`src/design/sfcc_pkg.sv`:
```
// Shared types, constants and CRC function for the sensor frame CRC check core
`default_nettype none

package sfcc_pkg;

    localparam int FRAME_LEN_DEF = 8;
    localparam logic [15:0] CRC_INIT = 16'hFFFF;
    localparam logic [15:0] CRC_POLY = 16'hA001;

    typedef enum logic [1:0] {
        STATUS_OK  = 2'd0,
        STATUS_CRC = 2'd1,
        STATUS_BUS = 2'd2
    } frame_status_t;

    typedef struct packed {
        logic [7:0] rx_byte;
        logic       frame_start;
        logic       bus_error;
    } in_item_t;

    function automatic logic [15:0] crc_byte(input logic [15:0] crc, input logic [7:0] b);
        logic [15:0] c;
        c = crc ^ {8'h00, b};
        for (int k = 0; k < 8; k++)
        begin
            if (c[0])
            begin
                c = (c >> 1) ^ CRC_POLY;
            end
            else
            begin
                c = c >> 1;
            end
        end
        return c;
    endfunction

endpackage

`default_nettype wire

```
`src/design/sfcc_in_stage.sv`:
```
// Input register stage of the sensor frame CRC check core
`default_nettype none

module sfcc_in_stage
    import sfcc_pkg::*;
(
    input  wire logic     clk,
    input  wire logic     rst_n,
    input  wire logic     s_tvalid,
    output logic          s_tready,
    input  wire in_item_t s_item,
    output logic          item_valid,
    output in_item_t      item,
    input  wire logic     item_take
);

    logic     in_valid_reg;
    in_item_t item_reg;

    assign s_tready   = !in_valid_reg || item_take;
    assign item_valid = in_valid_reg;
    assign item       = item_reg;

    always_ff @(posedge clk or negedge rst_n)
    begin
        if (!rst_n)
        begin
            in_valid_reg <= 1'b0;
        end
        else if (s_tready)
        begin
            in_valid_reg <= s_tvalid;
        end
    end

    always_ff @(posedge clk)
    begin
        if (s_tvalid && s_tready)
        begin
            item_reg <= s_item;
        end
    end

endmodule

`default_nettype wire

```
`src/design/sfcc_frame_check.sv`:
```
// Frame state, CRC update and result register of the sensor frame CRC check core
`default_nettype none

module sfcc_frame_check
    import sfcc_pkg::*;
#(
    parameter int FRAME_LEN = FRAME_LEN_DEF
)
(
    input  wire logic     clk,
    input  wire logic     rst_n,
    input  wire logic     item_valid,
    input  wire in_item_t item,
    output logic          item_take,
    output logic          res_valid,
    input  wire logic     res_ready,
    output logic [15:0]   res_humidity,
    output logic [15:0]   res_temperature,
    output logic [1:0]    res_status
);

    localparam int IDX_W = $clog2(FRAME_LEN);
    localparam logic [IDX_W-1:0] HUM_HI_IDX  = IDX_W'(2);
    localparam logic [IDX_W-1:0] HUM_LO_IDX  = IDX_W'(3);
    localparam logic [IDX_W-1:0] TEMP_HI_IDX = IDX_W'(4);
    localparam logic [IDX_W-1:0] TEMP_LO_IDX = IDX_W'(5);
    localparam logic [IDX_W-1:0] CRC_LO_IDX  = IDX_W'(FRAME_LEN - 2);
    localparam logic [IDX_W-1:0] LAST_IDX    = IDX_W'(FRAME_LEN - 1);

    logic [IDX_W-1:0] byte_index_reg, byte_index_next;
    logic [15:0]      crc_reg, crc_next;
    logic [15:0]      hum_reg, hum_next;
    logic [15:0]      temp_reg, temp_next;
    logic [7:0]       crc_lo_reg, crc_lo_next;
    logic             err_reg, err_next;

    logic             out_valid_reg;
    logic [15:0]      out_hum_reg;
    logic [15:0]      out_temp_reg;
    frame_status_t    out_status_reg;

    logic [IDX_W-1:0] idx;
    logic             is_last;
    frame_status_t    status;

    always_comb
    begin
        idx             = item.frame_start ? '0 : byte_index_reg;
        crc_next        = item.frame_start ? CRC_INIT : crc_reg;
        hum_next        = item.frame_start ? 16'h0000 : hum_reg;
        temp_next       = item.frame_start ? 16'h0000 : temp_reg;
        crc_lo_next     = item.frame_start ? 8'h00 : crc_lo_reg;
        err_next        = (item.frame_start ? 1'b0 : err_reg) | item.bus_error;
        is_last         = (idx == LAST_IDX);
        byte_index_next = idx + IDX_W'(1);

        if (idx < CRC_LO_IDX)
        begin
            crc_next = crc_byte(crc_next, item.rx_byte);
        end

        case (idx)
            HUM_HI_IDX:  hum_next[15:8]  = item.rx_byte;
            HUM_LO_IDX:  hum_next[7:0]   = item.rx_byte;
            TEMP_HI_IDX: temp_next[15:8] = item.rx_byte;
            TEMP_LO_IDX: temp_next[7:0]  = item.rx_byte;
            CRC_LO_IDX:  crc_lo_next     = item.rx_byte;
            default:     ;
        endcase

        if (err_next)
        begin
            status = STATUS_BUS;
        end
        else if ({item.rx_byte, crc_lo_next} != crc_next)
        begin
            status = STATUS_CRC;
        end
        else
        begin
            status = STATUS_OK;
        end

        item_take = item_valid && (!is_last || !out_valid_reg || res_ready);
    end

    always_ff @(posedge clk or negedge rst_n)
    begin
        if (!rst_n)
        begin
            byte_index_reg <= '0;
            crc_reg        <= CRC_INIT;
            hum_reg        <= 16'h0000;
            temp_reg       <= 16'h0000;
            crc_lo_reg     <= 8'h00;
            err_reg        <= 1'b0;
        end
        else if (item_take)
        begin
            if (is_last)
            begin
                byte_index_reg <= '0;
                crc_reg        <= CRC_INIT;
                hum_reg        <= 16'h0000;
                temp_reg       <= 16'h0000;
                crc_lo_reg     <= 8'h00;
                err_reg        <= 1'b0;
            end
            else
            begin
                byte_index_reg <= byte_index_next;
                crc_reg        <= crc_next;
                hum_reg        <= hum_next;
                temp_reg       <= temp_next;
                crc_lo_reg     <= crc_lo_next;
                err_reg        <= err_next;
            end
        end
    end

    always_ff @(posedge clk or negedge rst_n)
    begin
        if (!rst_n)
        begin
            out_valid_reg <= 1'b0;
        end
        else if (item_take && is_last)
        begin
            out_valid_reg <= 1'b1;
        end
        else if (res_ready)
        begin
            out_valid_reg <= 1'b0;
        end
    end

    always_ff @(posedge clk)
    begin
        if (item_take && is_last)
        begin
            out_hum_reg    <= (status == STATUS_OK) ? hum_next : 16'h0000;
            out_temp_reg   <= (status == STATUS_OK) ? temp_next : 16'h0000;
            out_status_reg <= status;
        end
    end

    assign res_valid       = out_valid_reg;
    assign res_humidity    = out_hum_reg;
    assign res_temperature = out_temp_reg;
    assign res_status      = out_status_reg;

endmodule

`default_nettype wire

```
`src/design/sensor_frame_crc_check_core.sv`:
```
// Top level of the sensor frame CRC check core
// Checks the eight-byte response frame of a temperature and humidity sensor, one byte per
// item: a reflected CRC-16 (polynomial 0xA001, start value 0xFFFF) runs over bytes 0 to 5
// and is compared with the CRC in bytes 6 and 7, low byte first. After byte 7 one item
// leaves with humidity and temperature in raw tenths (zero unless the status is valid) and
// a status: 0 valid, 1 CRC mismatch, 2 bus error seen during the frame. A start flag in the
// middle of a frame drops that frame. The block takes one byte per cycle, stalls apart; each
// last byte passes an input register and then a result register before its result is valid.
// Input stalls only when a frame's last byte waits behind a result that has not been taken.
`default_nettype none

module sensor_frame_crc_check_core
    import sfcc_pkg::*;
#(
    parameter int FRAME_LEN = FRAME_LEN_DEF
)
(
    input  wire logic        clk,
    input  wire logic        rst_n,
    input  wire logic        s_tvalid,
    output logic             s_tready,
    input  wire logic [7:0]  s_tdata,   // [7:0] rx_byte
    input  wire logic [1:0]  s_tuser,   // [0] frame_start, [1] bus_error
    output logic             m_tvalid,
    input  wire logic        m_tready,
    output logic [31:0]      m_tdata,   // [15:0] humidity_tenths, [31:16] temperature_tenths
    output logic [1:0]       m_tuser    // [1:0] frame_status
);

    in_item_t    s_item;
    in_item_t    item;
    logic        item_valid;
    logic        item_take;
    logic [15:0] res_humidity;
    logic [15:0] res_temperature;

    assign s_item.rx_byte     = s_tdata;
    assign s_item.frame_start = s_tuser[0];
    assign s_item.bus_error   = s_tuser[1];

    sfcc_in_stage u_in_stage (
        .clk        (clk),
        .rst_n      (rst_n),
        .s_tvalid   (s_tvalid),
        .s_tready   (s_tready),
        .s_item     (s_item),
        .item_valid (item_valid),
        .item       (item),
        .item_take  (item_take)
    );

    sfcc_frame_check #(
        .FRAME_LEN (FRAME_LEN)
    ) u_frame_check (
        .clk             (clk),
        .rst_n           (rst_n),
        .item_valid      (item_valid),
        .item            (item),
        .item_take       (item_take),
        .res_valid       (m_tvalid),
        .res_ready       (m_tready),
        .res_humidity    (res_humidity),
        .res_temperature (res_temperature),
        .res_status      (m_tuser)
    );

    assign m_tdata = {res_temperature, res_humidity};

endmodule

`default_nettype wire

```
`config.mk`:
```
export PLATFORM = sky130hd
export DESIGN_NAME = sensor_frame_crc_check_core
export DESIGN_NICKNAME = d
export VERILOG_FILES = /design/src/design/sfcc_pkg.sv /design/src/design/sfcc_in_stage.sv /design/src/design/sfcc_frame_check.sv /design/src/design/sensor_frame_crc_check_core.sv
export SDC_FILE = /design/constraint.sdc
export NUM_CORES = 1
export LEC_CHECK = 0
export BUFFER_PORTS_ARGS = -buffer_cell sky130_fd_sc_hd__buf_4
export CORE_UTILIZATION = 28
export CTS_BUF_LIST = sky130_fd_sc_hd__clkbuf_16
export DETAILED_ROUTE_END_ITERATION = 8
export GPL_ROUTABILITY_DRIVEN = 0
export PLACE_DENSITY = 0.53
export SYNTH_ARGS = -nofsm -noshare
export SYNTH_HDL_FRONTEND = slang
export SYNTH_HIERARCHICAL = 1
export SYNTH_SLANG_ARGS = --single-unit
```
`constraint.sdc`:
```
create_clock -name clk -period 5.65 [get_ports clk]
set_input_delay 0.565 -clock clk [delete_from_list [all_inputs] [get_ports clk]]
set_output_delay 0.565 -clock clk [all_outputs]
set_load 0.005 [all_outputs]
```
==> results.ini <==
[status]
status=finished clean

[final_layout]
fillers=2184
antenna_cells=0
fin_nets=620
fin_cells=880
stdcell_area_um2=6890
drive_gt1_share_pct=22.0
syn2layout_area_growth_pct=12.9

[timing]
period_needed_ns=4.07
fmax_mhz=246
holdWs_ns=0.306
slew_headroom_pct=33.9
setup-violations-final=0
fin_crit_sh_pct=72.0
slew_violations=0
hold_viol=0
rsz0062_at_grt=false
fin_worst_skew_ns=0.0119
tightest_slew_ns=0.988
tns_ns=0

[clock_network]
cts_made_buffers=9
clk_pin_slew_worst_paths_ns=0.07
cts_setup_buffers=0
htree_num_levels=3
cts_tree=done
cts_resized=0
holdBufCountCts=0
clkLatencyLatePin_ns=0.36
clock_sinks=106
clk_path_buf_depth=2
root_buffer=clkbuf_16

[placement]
dp_hpwl_um=10000
dp.cells=864
port_buffers=49
placed_area_um2=6620

[floorplan]
fp.dieH_um=150
dieWidth_um=150
ioPinCount=50
initial_core_util_pct=28.8
die-area_um2=22400
row_count=53
core_area_um2=21200

[logic_synthesis]
synthArstFlopShare_pct=58.5
syn_area_um2=6100
synthesis.nets=608
yosysSeqAreaShare_pct=47.4
synth_edf_count=44
synth-main-ff-cell=dfrtp_1
ys_seq_elements=106
yosys_warnings=6
synth_area_per_cell_um2=10.4
ys_types=61
synth_cells=588

[worst_setup_path]
cpPeakStageDelay_ns=0.40
startpoint_type=flip-flop
critPathMaxFanout=33
cp_slowest_cell=ha_1
timing_worst_setup_path_type=flip-flop to flip-flop
timing.rr.end=u_frame_check/res_status[0]
reg2regPathDepth=13
crit_start=u_in_stage/item[1]
reg2reg_from=u_in_stage/item[1]
cp.required_ns=5.76
crit_chain=buf_4 > inv_1 > nand2_1 > inv_1 > ha_1 > nand2_1 > mux2_2 > a31oi_1 > nand4_1 > nor4_1 > o211ai_1 > buf_4 > o31a_1
arrival_ns=4.18
r2r_setup_slack_ns=1.58
cp-end-kind=flip-flop
critPathCapture=u_frame_check/res_status[0]

[grt]
grt_pass1_wl_um=24600
grt_pass1_vias=4454
grtUsageTotal_pct=14.3
grt_max_degree=63
antenna_found_initial=0
overflow=0

[route]
firstDrtPassIters=5
drc=0
vias_per_cell=5.28
drtIter0Drc=440
vias=4650
routedWlPerCell_um=17.6
routed_wirelength_um=15500
ant_nets=0

[hold_path]
hp-class=primary input to async pin

[power_and_ir_drop]
power.density_nw_per_um2=363
peakVddDrop_uv=273
leakage_uw=0.00265

[run]
drv_cap=0

routing by layer:
| layer | part of all wire (%) | routed length (µm) | up-vias | track usage (%) |
|---|---|---|---|---|
| met4 | 2.0 | 310 | 0 | 5.05 |
| li1 | - | - | 2187 | - |
| met3 | 4.8 | 748 | 22 | 2.87 |
| met2 | 45 | 6970 | 148 | 21.7 |
| met1 | 48 | 7450 | 2293 | 20.2 |
| met5 | 0 | 0 | - | 0 |
report_power, final:
part           total (µW)  internal, µW  leakage [µW]  switching, µW
Combinational         846           343       0.00126            503
Sequential           1060           928       0.00124            136
Clock                 592           300      0.000146            292
worst min-delay path by stage:
stage / cells past startpoint / from / slack, ns / endpoint
after floorplan: 0 / rst_n / 0.27 / u_frame_check/byte_index_reg[0]
after global placement: 2 / u_frame_check/crc_lo_reg[6] / 0.47 / u_frame_check/crc_lo_reg[6]
after detailed placement: 2 / u_frame_check/crc_lo_reg[6] / 0.47 / u_frame_check/crc_lo_reg[6]
after CTS: 1 / rst_n / 0.33 / u_frame_check/hum_reg[4]
after global routing: 1 / s_tdata[3] / 0.36 / u_in_stage/item[5]
final: 1 / rst_n / 0.31 / u_frame_check/temp_reg[6]
cells in the mapped netlist, types with 7 or more instances:
library cell	instances	area, µm²
a31oi_1	7	43.8
dfstp_2	16	420
inv_1	7	26.3
nor4_2	30	375
o21ai_0	46	230
clkbuf_1	39	146
xnor2_1	19	166
a21oi_1	15	75.1
nor2_1	31	116
dfrtp_1	46	1150
a22oi_1	23	173
buf_2	9	45.0
xor2_1	13	114
a22o_1	36	315
a32oi_1	9	78.8
edfxtp_1	44	1320
and2_1	9	56.3
and3_1	11	68.8
nand2_1	86	323
logic make-up (layout without fill, tap and decap cells):
family,Yosys count,in the layout,share of synthesized area [%]
AOI/OAI and AO/OA,167,167,19.4
xor gates and xnor gates,38,38,6.89
adders and majority gates,6,6,1.23
buffers and inverters,65,82,4.98
DFF,106,106,47.4
muxes,6,6,1.00
and+or+nand+nor,200,200,19.1
critical path: cells and delay by family (launching register included):
family                   cells  cell delay [ns]
buffers and inverters        4             0.98
AND/OR/NAND/NOR              4             0.95
multiplexers                 1             0.36
flip-flops                   1             0.36
adder cells (fa/ha/maj)      1             0.40
AO/OA/AOI/OAI                3             0.75
cell usage in the layout (no fill, tap or decap), drive strengths merged, types with 7 or more instances in the layout:
cell    instances
nand2          86
buf            59
o21ai          47
dfrtp          46
edfxtp         44
a22o           36
nor4           34
nor2           31
a22oi          23
xnor2          19
dfstp          16
a21oi          15
xor2           13
inv            13
and3           11
and2           10
clkbuf          9
a32oi           9
a31oi           7
per-stage QoR:
step / setup slack, ns / total power, µW / utilization (%)
2_1_floorplan: 2.34 / 1780 / -
3_3_place_gp: 1.79 / 1880 / 31.2
3_5_place_dp: 1.67 / 1920 / 31.2
4_1_cts: 1.64 / 2520 / 32.5
5_1_grt: 1.34 / 2640 / 32.5
6_report: 1.58 / 2500 / 32.5
layout make-up:
cell class,count,area [µm²],area share (%)
timing repair buffer,59,443,6.43
sequential,106,2890,42.0
inverter,7,26.3,0.381
multi-input combinational,417,2910,42.3
clock inverter,7,46.3,0.672
clock buffer,9,225,3.27
tap,275,344,4.99
Power figures use the tool's default switching activity.
